**config.mk**
```make
export PLATFORM = sky130hd
export DESIGN_NAME = lsd_cell
export DESIGN_NICKNAME = d
export VERILOG_FILES = /design/src/design/lsd_pkg.sv /design/src/design/lsd_cell.sv
export SDC_FILE = /design/constraint.sdc
export NUM_CORES = 1
export LEC_CHECK = 0
export ABC_CLOCK_PERIOD_IN_PS = 4200
export BUFFER_PORTS_ARGS = -buffer_cell sky130_fd_sc_hd__clkbuf_2
export CAP_MARGIN = 0
export CORE_ASPECT_RATIO = 0.5
export CORE_MARGIN = 2
export CORE_UTILIZATION = 40
export CTS_CLUSTER_DIAMETER = 100
export DETAILED_ROUTE_END_ITERATION = 6
export GPL_ROUTABILITY_DRIVEN = 0
export HOLD_SLACK_MARGIN = 0.08
export PLACE_DENSITY_LB_ADDON = 0.12
export SLEW_MARGIN = 20
export SYNTH_ARGS = -nofsm -noshare
export SYNTH_HDL_FRONTEND = slang
export SYNTH_SLANG_ARGS = --single-unit
```
**constraint.sdc**
```tcl
create_clock -name i_clk -period 4.2 [get_ports i_clk]
set_input_delay 0.42 -clock i_clk [delete_from_list [all_inputs] [get_ports i_clk]]
set_output_delay 0.42 -clock i_clk [all_outputs]
set_load 0.005 [all_outputs]
```
**src/design/lsd_pkg.sv**
```systemverilog
// Shared constants and types for the LRU stack distance block.
package lsd_pkg;

    localparam int STACK_DEPTH_DEF = 1024;
    localparam int ADDR_W          = 32;
    localparam int DIST_W          = 10;
    localparam int LIMIT_W         = 11;
    localparam int LIMIT_RESET     = 1024;
    localparam int DIST_MAX        = 1023;
    // Tree levels between pipeline registers in the position encoder.
    localparam int ENC_STAGE       = 4;

    typedef enum logic [1:0] {
        S_IDLE,
        S_CMP,
        S_SEARCH
    } t_state;

endpackage

```
**src/design/lsd_cell.sv**
```systemverilog
// One stack cell: holds an entry, compares it with the lookup address, shifts on update.
module lsd_cell #(
    parameter int STACK_DEPTH = lsd_pkg::STACK_DEPTH_DEF,
    parameter int INDEX       = 0
) (
    input  logic                          i_clk,
    input  logic                          i_update,
    input  logic [lsd_pkg::ADDR_W-1:0]    i_prev,
    input  logic [lsd_pkg::ADDR_W-1:0]    i_addr,
    input  logic [$clog2(STACK_DEPTH+1)-1:0] i_fill,
    input  logic [$clog2(STACK_DEPTH)-1:0]   i_top,
    output logic [lsd_pkg::ADDR_W-1:0]    o_entry,
    output logic                          o_match
);
    import lsd_pkg::*;

    localparam int FW = $clog2(STACK_DEPTH + 1);
    localparam int PW = $clog2(STACK_DEPTH);

    logic [ADDR_W-1:0] r_entry;
    logic              r_match;

    // only cells below the fill count hold live entries
    always_ff @(posedge i_clk) begin
        r_match <= (r_entry == i_addr) && (FW'(INDEX) < i_fill);
    end

    // take the neighbor's entry when this cell lies at or above the shift boundary
    always_ff @(posedge i_clk) begin
        if (i_update && (PW'(INDEX) <= i_top)) begin
            r_entry <= i_prev;
        end
    end

    assign o_entry = r_entry;
    assign o_match = r_match;

endmodule

```
==> qor.yml <==
yosys:
  post-synth-top-count-cell: "edfxtp_1"
  synth_edf_count: 32
  synth_seq_area_share: 0.7140
  yosysUniqueCellTypes: 10
  syn_inst: 81
  yosysTopAreaCell: "edfxtp_1"
  syn_avg_cell_area_um2: 16.96
  yosys.area.top_type_share: 0.6995
  ys_ff_latch: 33
  synth.area.top_cells: "edfxtp_1 (70%), xor2_1 (15%), xnor2_1 (5.1%), nor4_1 (2.7%), nor4_2 (2.7%)"
  synth_area_mm2: 0.001374
  synth_common_cells: "edfxtp_1 (32), xor2_1 (24), xnor2_1 (8)"
  yosysWarnings: 0
  synth_ff_type: "edfxtp_1"
  mappedNetlistNets: 168
  ys_async_sr_fraction: 0
drt:
  ant_nets: 0
  viasPerCell: 4.549
  postRouteWirelength_mm: 2.848
  remaining_drc_errors: 0
  vias: 1078
  drt_iter0_drc: 13
  wire_per_inst_um: 12.02
  drtPass1Iterations: 4
power:
  power_frac_comb: 0.138
  internal-power_mw: 0.5840
  p_clk_frac: 0.314
  leakagePower_nw: 0.9463
  p_total_mw: 0.7417
  p_sw_mw: 0.1576
  irDropWorstVdd_uv: 211.9
  swShare: 0.2126
  seq_power_share: 0.549
  p_per_area_mw_per_mm2: 360.8
timing:
  period_needed_ns: 1.446
  tns_ns: 0
  slew_viol_final: 0
  slew_headroom: 0.4853
  finalSetupViolCount: 0
  rsz0062_at_grt: "no"
  skew_ns: 0.004441
  min_period_over_period: 0.3443
  hold_viol_final: 0
  setup_ws_ns: 2.754
  fmax_mhz: 691.5
  max_slew.worst_pin.slew_ns: 0.7720
clocking:
  cts_resized: 0
  h-tree-depth: 2
  worstSkewPairLatency_ns: 0.27
  ctsRootBufferMaster: "clkbuf_8"
  path_clk_slew_ns: 0.06
  cts-buffers-inserted: 5
  cts_tree: "built"
  holdBufCountCts: 0
  cts_sinks: 33
  post_cts_buffers: 0
  clk_path_buf_depth: 2
place:
  dp.cells: 229
  hpwlAfterDp_mm: 2.394
  dpl_cell_area_mm2: 0.001966
  dp_slack_ns: 2.628
  port_buffers: 109
hold_path:
  min_from: "i_prev[18]"
  hold_end: "o_entry[18]"
  hold_path.class: "primary input to flop"
  whs_path_depth: 1
floorplan:
  io_pins: 120
  die_h_um: 45.44
  start_util: 0.4381
  dieArea_mm2: 0.003948
  fp.dieW_um: 86.88
  core.rowCount: 14
  coreArea_mm2: 0.003136
cells_and_area:
  diodes: 0
  final_nets: 283
  drive_gt1_frac: 0.5990
  final_area_mm2: 0.002056
  area_delta_synth_final_pct: 49.64
  fin_cells: 237
flow_run:
  maxCapViolations: 0
global_routing:
  antenna_found_initial: 0
  grt_pass1_wl_mm: 4.209
  grt_max_degree: 33
  grt_usage: 0.1474
  grt-ovfl-total: 0
  first_global_vias: 1034
worst_setup_path:
  r2r_slack_ns: 2.75
  critPathArrivalTime_ns: 1.63
  cp-start-kind: "flop"
  r2r-end: "o_match"
  cp.required_ns: 4.39
  crit_fanout: 2
  r2r_cells: 4
  criticalPathCategory: "flop to flop"
  timing.rr.start: "o_entry[26]"
  cp-end-kind: "flop"
status:
  outcome: "completed"
how the worst max path moves through the flow:
stage,from,to,slack (ns),cells past startpoint
2_1_floorplan,i_update,o_entry[0],2.48,1
3_3_place_gp,i_addr[26],o_match,2.67,5
3_5_place_dp,i_addr[26],o_match,2.63,5
4_1_cts,o_entry[26],o_match,2.72,4
5_1_grt,o_entry[26],o_match,2.63,4
6_report,o_entry[26],o_match,2.75,4
sequential cells by signal (all words and copies together), names as in the netlist:
| signal | cells |
|---|---|
| o_entry | 32 |
| o_match | 1 |
cell families after synthesis:
group         count (synthesis)  synth area share
xor+xnor                     32            0.2040
buf+inv                       1          0.002730
simple gates                 15           0.07924
flops                        33            0.7140
layer usage:
metal  routed length [um]  track usage  vias up  part of all wire
met5                    0            0        -                 0
met4                   27      0.06563        0            0.0095
met3                  401      0.08152        5              0.14
met2                 1377       0.2626       68              0.48
met1                 1042       0.1456      472              0.37
li1                     -            -      533                 -
power by group through the flow:
stage / clock, mW / combinational, mW / sequential [mW]
floorplan: 0 / 0.0357 / 0.416
global placement: 0 / 0.102 / 0.414
detailed placement: 0 / 0.104 / 0.414
CTS: 0.243 / 0.104 / 0.407
global route: 0.257 / 0.113 / 0.410
finish: 0.233 / 0.102 / 0.407
metrics by stage:
stage | util | hold WS [ns]
after floorplan | - | 0.5189
after global placement | 0.6269 | 0.5976
after detailed placement | 0.6269 | 0.5986
after CTS | 0.6556 | 0.3068
after global routing | 0.6556 | 0.3017
final | 0.6556 | 0.3174
final cells by class:
| cell class | count | area [um^2] |
|---|---|---|
| repair buffers | 109 | 545.5 |
| fillers | 245 | 1080 |
| clock buffers | 8 | 90.09 |
| multi-input cells | 47 | 389.1 |
| well taps | 40 | 50.05 |
| flip-flops and latches | 33 | 980.9 |
placed cells by master, fill, tap and decap left out, drive strengths merged:
cell type	n
xor2	24
edfxtp	32
nor4	9
nand4	3
nand3	2
xnor2	8
nor3	1
clkbuf	117
dfxtp	1
critical path, stage by stage, from the launching register on:
cell	delay, ns
edfxtp_1	0.40
xor2_1	0.16
nor4_1	0.41
nand4_1	0.23
nor4_2	0.17
Power figures use the tool's default switching activity.
